--- src/sv/sqp_pkg.sv ---
// shared types, constants and coefficient lookup for the q30 square root pipeline
package sqp_pkg;

	localparam int unsigned NumCells  = 4;

	localparam logic [31:0] OneQ30 = 32'h4000_0000;
	localparam logic [31:0] OddA   = 32'h1795_8106;
	localparam logic [31:0] EvenA  = 32'h2F2B_020C;

	// one item as it travels down the chain of horner cells
	typedef struct packed {
		logic        pass;      // operand at least one, acc holds it unchanged
		logic        odd;       // odd leading-zero branch
		logic [3:0]  half_gain; // final right shift
		logic [31:0] d;         // normalized operand minus expansion point
		logic [31:0] acc;       // horner accumulator
	} lane_t;

	// horner coefficient k of the selected branch
	function automatic logic [31:0] coef(input logic odd, input logic [2:0] k);
		logic [31:0] c;
		c = 32'h0;
		case ({odd, k})
			4'b1_000: c = 32'h26D9_C6B9;
			4'b1_001: c = 32'h34B6_F28B;
			4'b1_010: c = 32'hDC3C_AD15;
			4'b1_011: c = 32'h3086_6BA6;
			4'b1_100: c = 32'hADB2_C40A;
			4'b0_000: c = 32'h36F1_73A1;
			4'b0_001: c = 32'h2546_5E6C;
			4'b0_010: c = 32'hF35B_1AAD;
			4'b0_011: c = 32'h0893_FE93;
			4'b0_100: c = 32'hF8B9_B9A7;
			default:  c = 32'h0;
		endcase
		return c;
	endfunction

endpackage

--- src/sv/sqp_cell.sv ---
// one horner cell: split-halves q30 multiply of acc by d, then add coefficient k
module sqp_cell #(
	parameter int unsigned K = 0
) (
	input  logic           clk,
	input  logic           arst_n,
	input  logic           en,
	input  logic           in_valid,
	input  sqp_pkg::lane_t in_lane,
	output logic           out_valid,
	output sqp_pkg::lane_t out_lane
);

	logic signed [31:0] p_hh;
	logic signed [32:0] p_hl;
	logic signed [32:0] p_lh;

	logic               valid_s1;
	sqp_pkg::lane_t     lane_s1;
	logic [31:0]        p_hh_s1;
	logic [31:0]        p_hl_s1;
	logic [31:0]        p_lh_s1;

	logic [31:0]        cross_sum;
	logic [31:0]        sum;
	sqp_pkg::lane_t     lane_next;

	logic               valid_s2;
	sqp_pkg::lane_t     lane_s2;

	// high halves are signed, low halves unsigned
	always_comb begin
		p_hh = $signed(in_lane.d[31:16]) * $signed(in_lane.acc[31:16]);
		p_hl = $signed(in_lane.d[31:16]) * $signed({1'b0, in_lane.acc[15:0]});
		p_lh = $signed({1'b0, in_lane.d[15:0]}) * $signed(in_lane.acc[31:16]);
	end

	always_ff @(posedge clk or negedge arst_n) begin
		if (!arst_n) begin
			valid_s1 <= 1'b0;
			valid_s2 <= 1'b0;
		end else if (en) begin
			valid_s1 <= in_valid;
			valid_s2 <= valid_s1;
		end
	end

	always_ff @(posedge clk) begin
		if (en) begin
			lane_s1 <= in_lane;
			p_hh_s1 <= p_hh;
			p_hl_s1 <= p_hl[31:0];
			p_lh_s1 <= p_lh[31:0];
			lane_s2 <= lane_next;
		end
	end

	// all sums wrap at 32 bits
	always_comb begin
		cross_sum = p_hl_s1 + p_lh_s1;
		sum       = sqp_pkg::coef(lane_s1.odd, 3'(K)) + {p_hh_s1[29:0], 2'b00}
			+ 32'($signed(cross_sum) >>> 14);
		lane_next = lane_s1;
		if (!lane_s1.pass) begin
			lane_next.acc = sum;
		end
	end

	assign out_valid = valid_s2;
	assign out_lane  = lane_s2;

endmodule

--- config.mk ---
export PLATFORM = sky130hd
export DESIGN_NAME = sqp_cell
export DESIGN_NICKNAME = d
export VERILOG_FILES = /design/src/sv/sqp_pkg.sv /design/src/sv/sqp_cell.sv
export SDC_FILE = /design/constraint.sdc
export NUM_CORES = 2
export LEC_CHECK = 0
export BUFFER_PORTS_ARGS = -buffer_cell sky130_fd_sc_hd__buf_2
export CAP_MARGIN = 40
export CORE_UTILIZATION = 55
export CTS_CLUSTER_SIZE = 14
export DETAILED_ROUTE_END_ITERATION = 16
export GPL_TIMING_DRIVEN = 0
export PLACE_DENSITY = 0.72
export SLEW_MARGIN = 20
export SYNTH_ARGS = -nofsm -noshare
export SYNTH_HDL_FRONTEND = slang
export SYNTH_SLANG_ARGS = --single-unit
--- constraint.sdc ---
create_clock -name clk -period 16.9 [get_ports clk]
set_clock_uncertainty 0.1 [all_clocks]
set_input_delay 1.69 -clock clk [delete_from_list [all_inputs] [get_ports clk]]
set_output_delay 1.69 -clock clk [all_outputs]
set_load 0.01 [all_outputs]
Word-level counts from Yosys, hierarchy flattened
Index checks and enable logic that the tools add are counted.
{ "classes": {"n_div": 0, "n_mul": 3, "eq_ne": 0, "addsub": 3, "mux": 2, "magnitude_cmp": 0, "bitwise_logic": 1, "reduce_logical": 0, "shift": 0} }
{ "op_table": {"columns": ["op", "count"], "rows": [
  ["$add 32x32->32", 3],
  ["$pmux 32 s2", 1],
  ["$mul 16x17->32", 1],
  ["$mul 17x16->32", 1],
  ["$mux 32", 1],
  ["$mul 16x16->30", 1],
  ["$not 1->1", 1]
]} }
{ "word_totals": {"latch_bits": 0, "mem_bits_ro": 0, "output_inout_bits": 71, "mem_count": 0, "elab_cells": 24, "inputBits": 74, "mem_bits_rw": 0, "regBits": 236} }

Logic depth before layout (Yosys ltp)
{ "depth": {"ltp_word": 5, "mapped_depth": 24, "mapped_depth_nobuf": 22} }

Worst setup path after synthesis
OpenSTA, ideal clock, no wires.
{ "synth_timing": {"path_kind": "in2reg", "startpoint": "input port in_lane[63] in the netlist's numbering", "endpoint": "register p_hh_s1[29], data pin", "setup_slack_ns": 9.282, "setup_time_ns": 0.135, "n_path_buf": 2, "arrival_time_ns": 7.383, "required_time_ns": 16.665, "path_stages": 24, "path_cell_list": "clkbuf_1 -> clkbuf_1 -> nand2_1 -> inv_1 -> fa_1 -> inv_1 -> fa_1 -> fa_1 -> inv_1 -> fa_1 -> fa_1 -> inv_1 -> fa_1 -> inv_1 -> ha_1 -> a21o_1 -> nor3_1 -> a21oi_1 -> o211ai_2 -> o22ai_1 -> o41ai_2 -> a211oi_1 -> or3_1 -> nand3_1"} }
{ "synth_via": {"elab_chain_cells": 1} }
{ "synth_rtl": {"columns": ["item", "line", "text"], "rows": [
  ["start, declared", "sqp_cell.sv:9", "input sqp_pkg::lane_t in_lane,"],
  ["$mul 16x16->30", "sqp_cell.sv:33", "p_hh = $signed(in_lane.d[31:16]) * $signed(in_lane.acc[31:16]);"],
  ["via p_hh[29]", "sqp_cell.sv:14", "logic signed [31:0] p_hh;"],
  ["end signal, assigned", "sqp_cell.sv:51", "p_hh_s1 <= p_hh;"],
  ["end, declared", "sqp_cell.sv:20", "logic [31:0] p_hh_s1;"]
]} }
The timed path passes the listed nets, and every way through them passes these cells.
A chain may end at the register's enable or synchronous reset.

Worst setup path after layout
{ "layout_timing": {"startpoint": "input port in_lane[31] in the netlist's numbering", "endpoint": "register p_lh_s1[30], data pin"} }
{ "layout_via": {"elab_chain_cells": 1} }
{ "layout_rtl": {"columns": ["item", "line", "text"], "rows": [
  ["$mul 17x16->32", "sqp_cell.sv:35", "p_lh = $signed({1'b0, in_lane.d[15:0]}) * $signed(in_lane.acc[31:16]);"],
  ["via p_lh[30]", "sqp_cell.sv:16", "logic signed [32:0] p_lh;"],
  ["end signal, assigned", "sqp_cell.sv:53", "p_lh_s1 <= p_lh[31:0];"],
  ["end, declared", "sqp_cell.sv:22", "logic [31:0] p_lh_s1;"]
]} }
The timed path passes the listed nets, and every way through them passes these cells.

==> results.py <==
metrics = {
    "logic_synthesis": {
        "ys_async_sr_fraction": 0.00847,
        "synth_edf_count": 234,
        "synth-seq-cells": 236,
        "synthTopCellsByArea": "fa_1 (35%), edfxtp_1 (19%), ha_1 (13%)",
        "yosys.area.top_type": "fa_1",
        "synth.yosys.seq_area_share": 0.190,
        "syn_area_per_cell_um2": 9.91,
        "synth_nets": 4866,
        "synthFlopType": "edfxtp_1",
        "synth_warnings": 0,
        "syn_inst": 3754,
        "yosysUniqueCellTypes": 65,
        "syn-cell-area_mm2": 0.0372,
        "synth_top_area_frac": 0.348,
    },
    "placement": {
        "port_buffers": 144,
        "gp_congestion": 0.954,
        "dpl.cell_count": 4777,
        "hpwl_um": 86400,
        "pre_cts_slack_ns": 7.94,
    },
    "timing": {
        "setup_ws_ns": 8.36,
        "finalSetupTns_ns": 0,
        "hold_viol_final": 0,
        "layout_worst_path_cycle_share": 0.505,
        "slew_viol_final": 0,
        "period_needed_ns": 8.54,
        "worst_slew_pin_slew_ns": 0.983,
        "slew_headroom": 0.336,
        "max_freq_mhz": 117,
        "grt_setup_unrepaired": "no",
        "finalSetupViolCount": 0,
    },
    "drt": {
        "first_pass_iters": 6,
        "wl_per_cell_um": 21.9,
        "vias_per_cell": 5.61,
        "drt_iter0_markers": 2382,
        "wirelength_um": 106000,
        "antenna_left": 0,
        "via_count": 27214,
        "drt_drc_violations_left": 0,
    },
    "floorplan": {
        "fp.coreArea_mm2": 0.0663,
        "io_pins": 145,
        "dieHeight_um": 262,
        "rows": 94,
        "initial_utilization": 0.561,
        "die_width_um": 262,
        "dieArea_mm2": 0.0687,
    },
    "worst_hold_path": {
        "hold_path.class": "reg -> reg",
        "hold_start": "lane_next[40]",
    },
    "worst_setup_path": {
        "cp.arrival_ns": 8.78,
        "start_kind": "input pin",
        "endpoint_kind": "flop",
        "cp.required_ns": 17.14,
        "path_buf_inv": 7,
        "cp_max_fo": 10,
        "crit_slowest_cell": "clkbuf_1",
        "cpPeakStageDelay_ns": 0.66,
        "crit_type": "in -> reg",
        "critPathLaunch": "in_lane[31]",
        "cpMostUsedCell": "fa_1",
        "timing.rr.start": "p_lh_s1[8]",
        "cp_cell_sequence": "buf_2 -> inv_1 -> clkbuf_1 -> buf_1 -> buf_6 -> nor2_1 -> fa_1 -> fa_1 -> fa_1 -> fa_1 -> fa_1 -> inv_1 -> fa_1 -> inv_1 -> ha_1 -> and3_1 -> a221oi_1 -> nor2b_1 -> nor4_1 -> o21ai_0 -> a31oi_1 -> o31ai_1 -> o31ai_1 -> xnor2_1",
        "crit_family": "adder cells",
    },
    "layout": {
        "finalNetCount": 5063,
        "syn_to_final_growth_pct": 8.36,
        "final_cell_mix": "inv_1 (828), fa_1 (646), nand2_1 (412)",
        "final_common_cell": "inv_1",
        "drive_above_1_share": 0.0586,
        "final_cell_count_no_fill": 4850,
        "fill_cells": 5652,
    },
    "cts": {
        "cts_buffer_depth": 3,
        "cts_hold_buffers": 0,
        "cts_buffers": 31,
        "cts_tree": "built",
        "htreeDepth": 1,
        "clock_latency_ns": 0.60,
        "ctsRootBufferMaster": "clkbuf_16",
        "post-cts-setup-buffers": 0,
        "clk_pin_slew_worst_paths_ns": 0.06,
        "cts_resized": 0,
        "clock_sinks": 236,
    },
    "grt": {
        "grt_pass1_vias": 27938,
        "grt_pass1_wl_um": 163000,
        "grt_max_degree": 104,
        "antenna_found_initial": 7,
        "grt_util_all_layers": 0.323,
        "globalRouteOverflowTotal": 0,
    },
    "run": {
        "max_cap_violations": 0,
    },
    "status": {
        "status": "finished, final reports clean",
    },
}
==> worst reg2reg max path: stages (launching register included) <==
cell	delay, ns
edfxtp_1	0.49
ha_1	0.35
a21o_1	0.11
a21oi_1	0.09
a21oi_1	0.28
nand3_1	0.20
o31ai_1	0.69
a311o_1	0.42
a21o_1	0.20
a21oi_1	0.08
xor2_1	0.54
fa_1	0.54
inv_1	0.07
ha_1	0.21
a211oi_1	0.11
o21a_1	0.21
or3_1	0.34
o311a_1	0.19
or3_4	0.44
a311o_1	0.36
and3_4	0.19
o211a_1	0.20
o31a_1	0.29
==> worst paths after layout <==
kind	endpoint	slack (ns)	cells past startpoint
worst min-delay path	out_lane[40]	0.32	0
worst max register to register	out_lane[31]	9.93	22
worst min register to register	out_lane[40]	0.32	0
min in group asynchronous	out_valid	0.77	1
worst max-delay path	p_lh_s1[30]	8.36	24
max in group asynchronous	out_valid	15.84	1
==> through the flow <==
stage / area, µm² / hold WS [ns] / util
after floorplan: 37200 / 0.300 / -
final: 40300 / 0.317 / 0.608
after detailed placement: 39200 / 0.305 / 0.591
after global placement: 39000 / 0.300 / 0.588
after CTS: 40200 / 0.318 / 0.607
after global routing: 40300 / 0.321 / 0.607
==> layer usage <==
layer,track usage,share of wire,vias to the layer above
met1,0.436,0.40,13652
met5,0,0.00012,-
met3,0.0711,0.098,267
li1,-,-,12028
met2,0.496,0.44,1265
met4,0.158,0.057,2
==> layout make-up <==
class | instances | area (µm²) | area share
plain buffers | 136 | 528 | 0.0131
diodes | 11 | 27.5 | 0.000683
well taps | 864 | 1080 | 0.0268
inverters | 828 | 3110 | 0.0771
clock inverters | 22 | 221 | 0.00549
flip-flops and latches | 236 | 7080 | 0.176
repair buffers | 164 | 990 | 0.0245
multi-input cells | 2554 | 26500 | 0.657
clock buffers | 35 | 791 | 0.0196
==> synth_stat cells (8+ instances only) <==
cell type,count
fa_1,646
xor2_1,41
edfxtp_1,234
nor2_1,86
o31ai_1,10
nor2b_1,14
nand2_1,412
a21o_1,50
clkbuf_1,132
ha_1,392
nand4_1,8
o21ai_0,71
nand3_1,25
or3_1,10
a21oi_1,98
xnor2_1,100
inv_1,828
nand2b_1,29
nor3_1,22
o21bai_1,13
o21a_1,20
and2_1,380
a211oi_1,17
and3_1,10
o211ai_1,13
a31oi_1,17
==> registers in the layout (all words and copies together) (netlist names) <==
name and count:
lane_next 38, valid_s1 1, p_lh_s1 32, lane_s1 32
p_hh_s1 30, out_valid 1, p_hl_s1 32, out_lane 70
==> cell families (layout without fill, tap and decap cells) <==
kind of cell | after synthesis | count (layout) | synth area share
adders and majority gates | 1038 | 1038 | 0.479
and+or+nand+nor | 1017 | 1017 | 0.137
buffers and inverters | 964 | 1185 | 0.0977
AOI/OAI and AO/OA | 353 | 353 | 0.0612
DFF | 236 | 236 | 0.190
xor gates and xnor gates | 141 | 141 | 0.0332
muxes | 5 | 5 | 0.00148
other | 0 | 11 | 0
Power is left out: the tool's default activity adds up to more than one toggle a clock period on the data nets, which glitch-free logic cannot reach.
