### config.mk
export PLATFORM = sky130hd
export DESIGN_NAME = sqp_norm
export DESIGN_NICKNAME = d
export VERILOG_FILES = /design/src/sv/sqp_pkg.sv /design/src/sv/sqp_norm.sv
export SDC_FILE = /design/constraint.sdc
export NUM_CORES = 1
export LEC_CHECK = 0
export BUFFER_PORTS_ARGS = -buffer_cell sky130_fd_sc_hd__buf_4
export CORE_ASPECT_RATIO = 0.8
export CORE_UTILIZATION = 30
export DETAILED_ROUTE_END_ITERATION = 8
export GPL_ROUTABILITY_DRIVEN = 0
export SLEW_MARGIN = 20
export SYNTH_ARGS = -nofsm -noshare
export SYNTH_HDL_FRONTEND = slang
export SYNTH_SLANG_ARGS = --single-unit
### constraint.sdc
create_clock -name clk -period 0.85 [get_ports clk]
set_clock_uncertainty 0.05 [all_clocks]
set_input_delay 0 -clock clk [delete_from_list [all_inputs] [get_ports clk]]
set_output_delay 0 -clock clk [all_outputs]
set_load 0.01 [all_outputs]
### src/sv/sqp_pkg.sv
// shared types, constants and coefficient lookup for the q30 square root pipeline
package sqp_pkg;

	localparam int unsigned NumCells  = 4;

	localparam logic [31:0] OneQ30 = 32'h4000_0000;
	localparam logic [31:0] OddA   = 32'h1795_8106;
	localparam logic [31:0] EvenA  = 32'h2F2B_020C;

	// one item as it travels down the chain of horner cells
	typedef struct packed {
		logic        pass;      // operand at least one, acc holds it unchanged
		logic        odd;       // odd leading-zero branch
		logic [3:0]  half_gain; // final right shift
		logic [31:0] d;         // normalized operand minus expansion point
		logic [31:0] acc;       // horner accumulator
	} lane_t;

	// horner coefficient k of the selected branch
	function automatic logic [31:0] coef(input logic odd, input logic [2:0] k);
		logic [31:0] c;
		c = 32'h0;
		case ({odd, k})
			4'b1_000: c = 32'h26D9_C6B9;
			4'b1_001: c = 32'h34B6_F28B;
			4'b1_010: c = 32'hDC3C_AD15;
			4'b1_011: c = 32'h3086_6BA6;
			4'b1_100: c = 32'hADB2_C40A;
			4'b0_000: c = 32'h36F1_73A1;
			4'b0_001: c = 32'h2546_5E6C;
			4'b0_010: c = 32'hF35B_1AAD;
			4'b0_011: c = 32'h0893_FE93;
			4'b0_100: c = 32'hF8B9_B9A7;
			default:  c = 32'h0;
		endcase
		return c;
	endfunction

endpackage

### src/sv/sqp_norm.sv
// front stage: leading-zero count, branch choice, normalize and subtract expansion point
module sqp_norm (
	input  logic           clk,
	input  logic           arst_n,
	input  logic           en,
	input  logic           in_valid,
	input  logic [31:0]    operand,
	output logic           out_valid,
	output sqp_pkg::lane_t out_lane
);

	logic [5:0]     lz;
	logic [5:0]     gain;
	logic [31:0]    shifted;
	sqp_pkg::lane_t lane;
	logic           valid_s1;
	sqp_pkg::lane_t lane_s1;

	always_comb begin
		lz = 6'd32;
		for (int i = 0; i < 32; i++) begin
			if (operand[i]) begin
				lz = 6'(31 - i);
			end
		end
	end

	always_comb begin
		gain    = lz[0] ? (lz - 6'd3) : (lz - 6'd2);
		shifted = operand << gain[4:0];
		lane.pass      = (operand >= sqp_pkg::OneQ30);
		lane.odd       = lz[0];
		lane.half_gain = gain[4:1];
		lane.d         = shifted - (lz[0] ? sqp_pkg::OddA : sqp_pkg::EvenA);
		lane.acc       = lane.pass ? operand : sqp_pkg::coef(lz[0], 3'd4);
	end

	always_ff @(posedge clk or negedge arst_n) begin
		if (!arst_n) begin
			valid_s1 <= 1'b0;
		end else if (en) begin
			valid_s1 <= in_valid;
		end
	end

	always_ff @(posedge clk) begin
		if (en) begin
			lane_s1 <= lane;
		end
	end

	assign out_valid = valid_s1;
	assign out_lane  = lane_s1;

endmodule

Word-level counts from Yosys, hierarchy flattened:

Index checks and enable logic that the tools add are counted.

* logic and storage cells: 48
* register bits after elaboration: 71
* output and inout bits: 71
* bits of input ports: 36

* bitwise logic cells: 1
* add/sub/neg operators: 3
* multiplexer cells: 36
* shift-type cells: 1
* $lt $le $gt $ge: 1

Operator list (number)
* $mux W5: 33
* $pmux W32 S2: 1
* $ge A32 B31 Y1 const B: 1
* $mux W32: 1
* $shl A32 B5 Y32: 1
* $sub A32 B30 Y32: 1
* $mux W30: 1
* $sub A5 B2 Y5 const B: 2
* $not A1 Y1: 1

Depth between registers and ports, before layout:

Gate-level depths: netlist of run 1.

* depth after elaboration: 36
* depth in mapped cells: 31
* depth with buffers taken out: 24

Worst setup path before layout of run 1:

OpenSTA, ideal clock, no wires.

* kind: input to register
* from: in operand[31]
* to: reg lane_s1 (netlist bit out_lane[62]), data pin
* path slack: -5788 ps
* arrival time: 6323 ps
* library setup time: 265 ps
* data required time: 535 ps
* stages on the path: 30
* buffers on the path: 6
* path through: nor2_1 > inv_1 > or4_1 > o21a_1 > buf_4 > inv_2 > clkbuf_1 > clkbuf_1 > buf_1 > ha_1 > a21oi_1 > nand3_1 > nand3_1 > nand2_1 > clkbuf_1 > buf_2 > nand2_1 > nor3_1 > ha_1 > nor2b_1 > a2111oi_0 > a41o_1 > nand3_1 > a31oi_1 > o221ai_1 > a21oi_2 > a311o_1 > nand4b_1 > a41oi_1 > xor2_1

RTL lines
* start, declared: line sqp_norm.sv:7 `input logic [31:0] operand,`
* end signal, assigned: line sqp_norm.sv:48 `lane_s1 <= lane;`
* end, declared: line sqp_norm.sv:17 `sqp_pkg::lane_t lane_s1;`

==> summary.txt, run 1 <==
Synthesis
  • Cells after synthesis: between 600 and 700
  • Top cell type's share of synthesized area: 36.5%
  • Ys async rst share: 1.41%
  • Sequential fraction of the synthesis area: 36.9%
  • Yosys top cell by area: edfxtp_1
  • Number of synthesized flops with an enable pin: 70
  • Yosys Warn Count: 0
  • Primary FF master, synth: edfxtp_1
  • Top cells by area, synth: edfxtp_1 (36%), mux2i_1 (6.1%), nand2_1 (6.0%)
  • Yosys cell types: 79
  • Mapped Nets: 702
  • Cell area after synthesis: approximately 0.0058 mm²
  • Syn_area_per_cell: 8.85 µm²
  • #FFs+latches synth: 71

Routing
  • Drt wl/cell: 18.1 µm
  • Drt first pass iters: 5
  • Total wire length: 22800 µm
  • Vias: around 6600
  • Starting DRT DRC Count: 660
  • Drc violations: 0
  • Final ANT Viol Nets: 0
  • Vias per inst: 5.24

Floorplanning
  • Cell Rows: 44
  • Starting Density: 31.2%
  • Die span in x: 157 µm
  • Core area: 0.0184 mm²
  • Top-level I/O count: 107
  • Die area: 0.0198 mm²
  • Die Y: 126 µm

Power
  • Power, Total: 15600 µW
  • Sw power: between 5000 and 6000 µW
  • Max VDD drop: 0.735 mV
  • Gate power share: 47.6%
  • Int Power: 10300 µW
  • Sequential Power Share: 30.1%
  • Switching share of total power: 34.0%
  • Clock power share: around 22%
  • Pwr Density: roughly 1500 mW/mm²
  • Leak Pwr: 0.00440 µW

STA
  • Endpoints failing setup: 126
  • Fin worst setup slack: -3.62 ns
  • Final period util: 526%
  • Final min period: between 4 and 5 ns
  • Measured slew at the worst slew-check pin: 0.561 ns
  • RSZ-0062 raised after global routing: yes
  • Slew Limit Fails: 0
  • Fmax: 224 MHz
  • Slew headroom: between 60% and 70%
  • Worst hold slack: -0.0491 ns
  • Hold Violations, Final: 1

GRT
  • Total gr overflow: 0
  • Largest net degree at the start of global routing: 42
  • Initial antenna violation count: 0
  • GR Layer Usage met1: about 34%
  • Global-route wire length before repair: 35000 µm
  • M3 GR Usage: just under 4%
  • Total global-route track usage: 23.1%
  • Most used routing layer: met2
  • Vias in the first global route: 6393
  • Grt met2 use: roughly a third

Clock network
  • Clk Latency, worst-skew pair: 0.35 ns
  • Root Driver: clkbuf_16
  • CTS tree: built
  • CTS Hold Buffers Added: 6
  • TritonCTS buffer count: 9
  • Clock transition at path regs: 0.06 ns
  • Clk buf depth: 2
  • Clk sinks: 71
  • H-tree depth: 3

Outcome
  • Failing checks: hold timing, setup timing
  • Status: finished with violations

Setup path
  • CP peak stage delay: 0.54 ns
  • Most used cell, CP: a31oi_4
  • CP required: ~0.9 ns
  • Crit path DAT: 4.52 ns
  • Startpoint Class: input pin
  • Setup Crit Path Kind: input pin to register
  • Slowest stage cell, crit path: or4_4
  • Crit path max fanout: 4
  • Crit-path leading delay family: compound AO/OA/AOI/OAI gates
  • CP endpoint kind: register
  • Worst Path Buf+Inv: 2

Placement
  • Post-placement cell area: 0.00861 mm²
  • Number of I/O port buffers: around 110
  • Post-Place Worst Slack: -4.20 ns
  • Dpl hpwl: 16600 µm
  • Placed cells: 1197

Finish
  • Synth-to-layout area growth: 75.0%
  • Inserted Diodes: 0
  • Fin nets: 1054
  • Final Instance Count excl. Fillers: about 1300
  • Layout cell share with drive strength beyond 1: between 50% and 60%
  • Post-Layout Inst Area: 0.0101 mm²

Flow run
  • Max-cap viol count: 0

Worst hold path
  • Hold Crit Class: input pin to register
-- power groups by stage --
stage,combinational (µW),clock [µW],sequential (µW)
after floorplan,2900,0,4930
after global placement,6150,0,4690
after detailed placement,6200,0,4680
after CTS,6870,3560,4660
after global routing,7940,3690,4740
final,7420,3490,4690
-- routing by layer --
layer	up-vias	part of all wire (%)	wire, µm
li1	3133	-	-
met1	3215	47	10800
met2	238	45	10200
met3	23	6.5	1490
met4	0	1.3	299
met5	-	0	0
-- cell usage after synthesis (14+ instances only) --
cell type	instances
xnor2_1	15
o21ai_0	25
nand2_1	92
o21a_1	14
mux2i_1	35
a21oi_1	47
edfxtp_1	70
nor2_1	58
inv_1	26
ha_1	15
clkbuf_1	29
nand3_1	16
-- layout by cell type (no fill, tap or decap), types with 6 or more instances in the layout --
master / n
a211oi_1: 7
a21oi_1: 35
a21oi_2: 10
a21oi_4: 6
buf_4: 277
buf_6: 90
buf_8: 7
clkbuf_16: 9
dlygate4sd3_1: 6
edfxtp_1: 70
ha_1: 10
inv_1: 20
inv_2: 7
mux2_2: 6
mux2i_1: 30
nand2_1: 77
nand2_2: 10
nand2b_1: 10
nand3_1: 11
nor2_1: 50
nor3_1: 6
nor4_1: 7
o211ai_1: 8
o21a_1: 13
o21ai_0: 19
xnor2_1: 14
xor2_1: 7
-- stage by stage --
stage               util [%]  hold WS, ns  TNS, ns
detailed placement      46.7       -0.271  -148.50
finish                  54.6      -0.0491  -125.90
floorplan                  -       -0.346  -144.88
CTS                     52.4      -0.0434  -122.75
global placement        46.7       -0.274  -145.46
global route            54.6      -0.0323  -133.46
-- registers in the layout, summed over array words and instances (netlist names) --
| name | count |
|---|---|
| out_valid | 1 |
| out_lane | 70 |
-- timing repair --
item / CTS / global route
pin swaps: 42 / 30
buffers inserted: 30 / 16
cloned: 1 / 0
endpoints found under the setup margin: 126 / 126
endpoints found under the hold margin: 5 / 1
resized for setup: 133 / 68
-- cells by family (layout without fill, tap and decap cells) --
logic type,count (synthesis),in the layout,synth area share [%]
compound gates,188,188,23.5
xor+xnor,23,23,3.50
fa+ha+maj,16,16,3.43
buf+inv,73,429,5.21
flops,71,71,36.9
mux,45,45,8.47
simple gates,235,236,19.0
-- layout make-up --
type                            instances  area (µm²)
Sequential cell                        71        2130
Clock buffer                           10         229
Clock inverter                          6        38.8
Multi-Input combinational cell        508        3920
Inverter                               30         128
Fill cell                            1625        8370
Timing Repair Buffer                  383        3320
Tap cell                              253         317
-- path summary, 6_finish.rpt --
check                           slack, ns                   from                      to  cells past startpoint
worst min-delay path                -0.05                     en   out_valid$_DFFE_PN0P_                      2
max in group asynchronous            0.20                 arst_n   out_valid$_DFFE_PN0P_                      3
worst min register to register       0.48  out_valid$_DFFE_PN0P_   out_valid$_DFFE_PN0P_                      1
min in group asynchronous            0.45                 arst_n   out_valid$_DFFE_PN0P_                      3
worst max register to register       0.05  out_valid$_DFFE_PN0P_   out_valid$_DFFE_PN0P_                      1
worst max-delay path                -3.62            operand[21]  out_lane[62]$_DFFE_PP_                     25
(Power assumes the default switching activity.)
==> run 2, diff against run 1 <==
--- a/config.mk
+++ b/config.mk
@@ -10,6 +10,7 @@
 export CORE_UTILIZATION = 30
 export DETAILED_ROUTE_END_ITERATION = 8
 export GPL_ROUTABILITY_DRIVEN = 0
+export PLACE_DENSITY_LB_ADDON = 0.08
 export SLEW_MARGIN = 20
 export SYNTH_ARGS = -nofsm -noshare
 export SYNTH_HDL_FRONTEND = slang
==> run 2 against run 1 <==
Effect of this change:
- highest routed layer unchanged
- die area did not move
- via count grew 2.1%
- total power grew 10%
- setup slack got worse by 0.098 ns
- hold slack better by 0.040 ns
- register-to-register slack about the same
- design area rose by 4.8%
- critical path depth unchanged
- sequential share of layout area is 0.96 points lower
- largest cell class unchanged
- non-clock buffer count is 18 higher
- global-route usage is 2.0 points higher
- the flow still finishes with violations (hold timing, setup timing)
==> summary.txt, run 2 (synthesis results as in run 1) <==
Placement
  • Placed cells: between 1000 and 1500
  • Dpl hpwl: 18200 µm
  • Post-placement cell area: 0.00868 mm²
  • Number of I/O port buffers: 106

GRT
  • Global-route wire length before repair: 37400 µm
  • Vias in the first global route: approximately 6600
  • Total global-route track usage: 25.1%
  • Largest net degree at the start of global routing: between 40 and 50
  • Total gr overflow: 0
  • Initial antenna violation count: 0

Power
  • Leak Pwr: about 0.0046 µW
  • Pwr Density: roughly 1600 mW/mm²
  • Max VDD drop: around 1.0 mV

Routing
  • Starting DRT DRC Count: 569
  • Vias per inst: about 5.3
  • Drt wl/cell: 19.2 µm
  • Final ANT Viol Nets: 0
  • Drt first pass iters: 5
  • Drc violations: 0
  • Vias: 6746
  • Total wire length: 24600 µm

Floorplanning
  • Die Y: 126 µm
  • Core area: 0.0184 mm²
  • Top-level I/O count: 107
  • Cell Rows: 44
  • Die span in x: 157 µm
  • Starting Density: 31.2%
  • Die area: 0.0198 mm²

Setup path
  • Reg2reg start: out_valid$_DFFE_PN0P_
  • CP required: about 0.90 ns
  • CP endpoint kind: register
  • Crit path DAT: approximately 4.6 ns
  • Crit-path leading delay family: compound AO/OA/AOI/OAI gates
  • Worst Path Buf+Inv: 2
  • FF-to-FF setup slack: 0.05 ns
  • Crit path max fanout: 3
  • Setup Crit Path Kind: input pin to register
  • Slowest stage cell, crit path: or4_4
  • CP peak stage delay: 0.54 ns
  • RR Endpoint: out_valid$_DFFE_PN0P_
  • Startpoint Class: input pin
  • Worst r2r path cells: 1

STA
  • Slew headroom: ~56%
  • Measured slew at the worst slew-check pin: 0.656 ns
  • Final period util: 538%
  • Endpoints failing setup: 126
  • Fmax: 219 MHz
  • Worst hold slack: -0.00906 ns
  • Slew Limit Fails: 0
  • Final min period: about 4.6 ns
  • Hold Violations, Final: 1
  • Fin worst setup slack: -3.72 ns
  • RSZ-0062 raised after global routing: yes

Outcome
  • Failing checks: hold timing, setup timing
  • Status: finished with violations

Clock network
  • TritonCTS buffer count: 9
  • Clock transition at path regs: 0.06 ns
  • Clk Latency, worst-skew pair: between 0.3 and 0.4 ns
  • Root Driver: clkbuf_16
  • H-tree depth: 3
  • CTS tree: built
  • Clk buf depth: 2
  • Clk sinks: between 70 and 80

Finish
  • Commonest cells after routing, fill and taps aside: buf_4 (270), buf_6 (106), nand2_1 (82)
  • Post-Layout Inst Area: ~0.011 mm²
  • Synth-to-layout area growth: 83.3%
  • Largest register FFs: 70
  • Commonest non-fill, non-tap cell in the layout: buf_4
  • Final Instance Count excl. Fillers: 1279
  • Layout cell share with drive strength beyond 1: 52.1%
  • Inserted Diodes: 0
  • Fin nets: 1072

Worst hold path
  • Min-Delay Path Depth: 2
  • Hold worst-path end: out_lane[50]$_DFFE_PP_
  • Hold Crit Class: input pin to register
  • Worst Min Path Start: en

Flow run
  • Max-cap viol count: 0
-- run 2: changes by cell type in the layout (fill, tap and decap cells not counted), sizes merged --
cell / change
clkbuf: -1
buf: +14
clkinv: -3
inv: +3
clkinvlp: -2
bufbuf: +1
bufinv: +3
dlygate4sd3: +3
-- run 2: layout make-up --
type	count	area, µm²
Fill cell	1647	7890
Multi-Input combinational cell	508	4010
Timing Repair Buffer	401	3620
Sequential cell	71	2130
Tap cell	253	317
Clock buffer	9	225
Inverter	30	135
Clock inverter	7	128
-- run 2: metrics by stage --
stage / setup slack (ns) / TNS, ns / power, µW / utilization (%) / hold WS, ns
finish: -3.72 / -134.35 / 17200 / 57.2 / -0.00906
global route: -3.86 / -142.03 / 18000 / 57.2 / 0.00138
CTS: -3.69 / -129.90 / 16800 / 55.4 / -0.0169
detailed placement: -4.41 / -153.48 / 11100 / 47.1 / -0.271
global placement: -4.30 / -151.47 / 11000 / 47.1 / -0.275
floorplan: -4.70 / -144.88 / 7840 / - / -0.346
-- run 2: worst max-delay path by stage --
stage                           start                     end  slack (ns)  cells after the start
final                     operand[21]  out_lane[62]$_DFFE_PP_       -3.72                     25
after global placement    operand[21]  out_lane[62]$_DFFE_PP_       -4.30                     25
after global routing      operand[21]  out_lane[62]$_DFFE_PP_       -3.86                     25
after floorplan           operand[21]  out_lane[62]$_DFFE_PP_       -4.70                     30
after CTS                 operand[21]  out_lane[62]$_DFFE_PP_       -3.69                     25
after detailed placement  operand[21]  out_lane[62]$_DFFE_PP_       -4.41                     25
-- run 2: repair_timing --
action                                  4_1_cts  5_1_grt
hold buffers                                  8        1
buffers inserted                             38       17
gates cloned                                  2        0
resized for setup                           188       59
pin swaps                                    40       36
endpoints found under the setup margin      126      126
hold endpoints to repair                     11        2
-- run 2: power breakdown --
| part | total [µW] | switching (µW) | internal, µW |
|---|---|---|---|
| registers | 4700 | 219 | 4480 |
| logic | 7930 | 3770 | 4160 |
| clock network | 4570 | 1650 | 2910 |
| total | 17200 | 5640 | 11600 |
-- run 2: routing by layer --
layer	part of all wire, %	track usage, %
met1	48	37.0
met3	7.6	5.40
met4	1.3	4.90
met2	44	37.5
met5	0	0
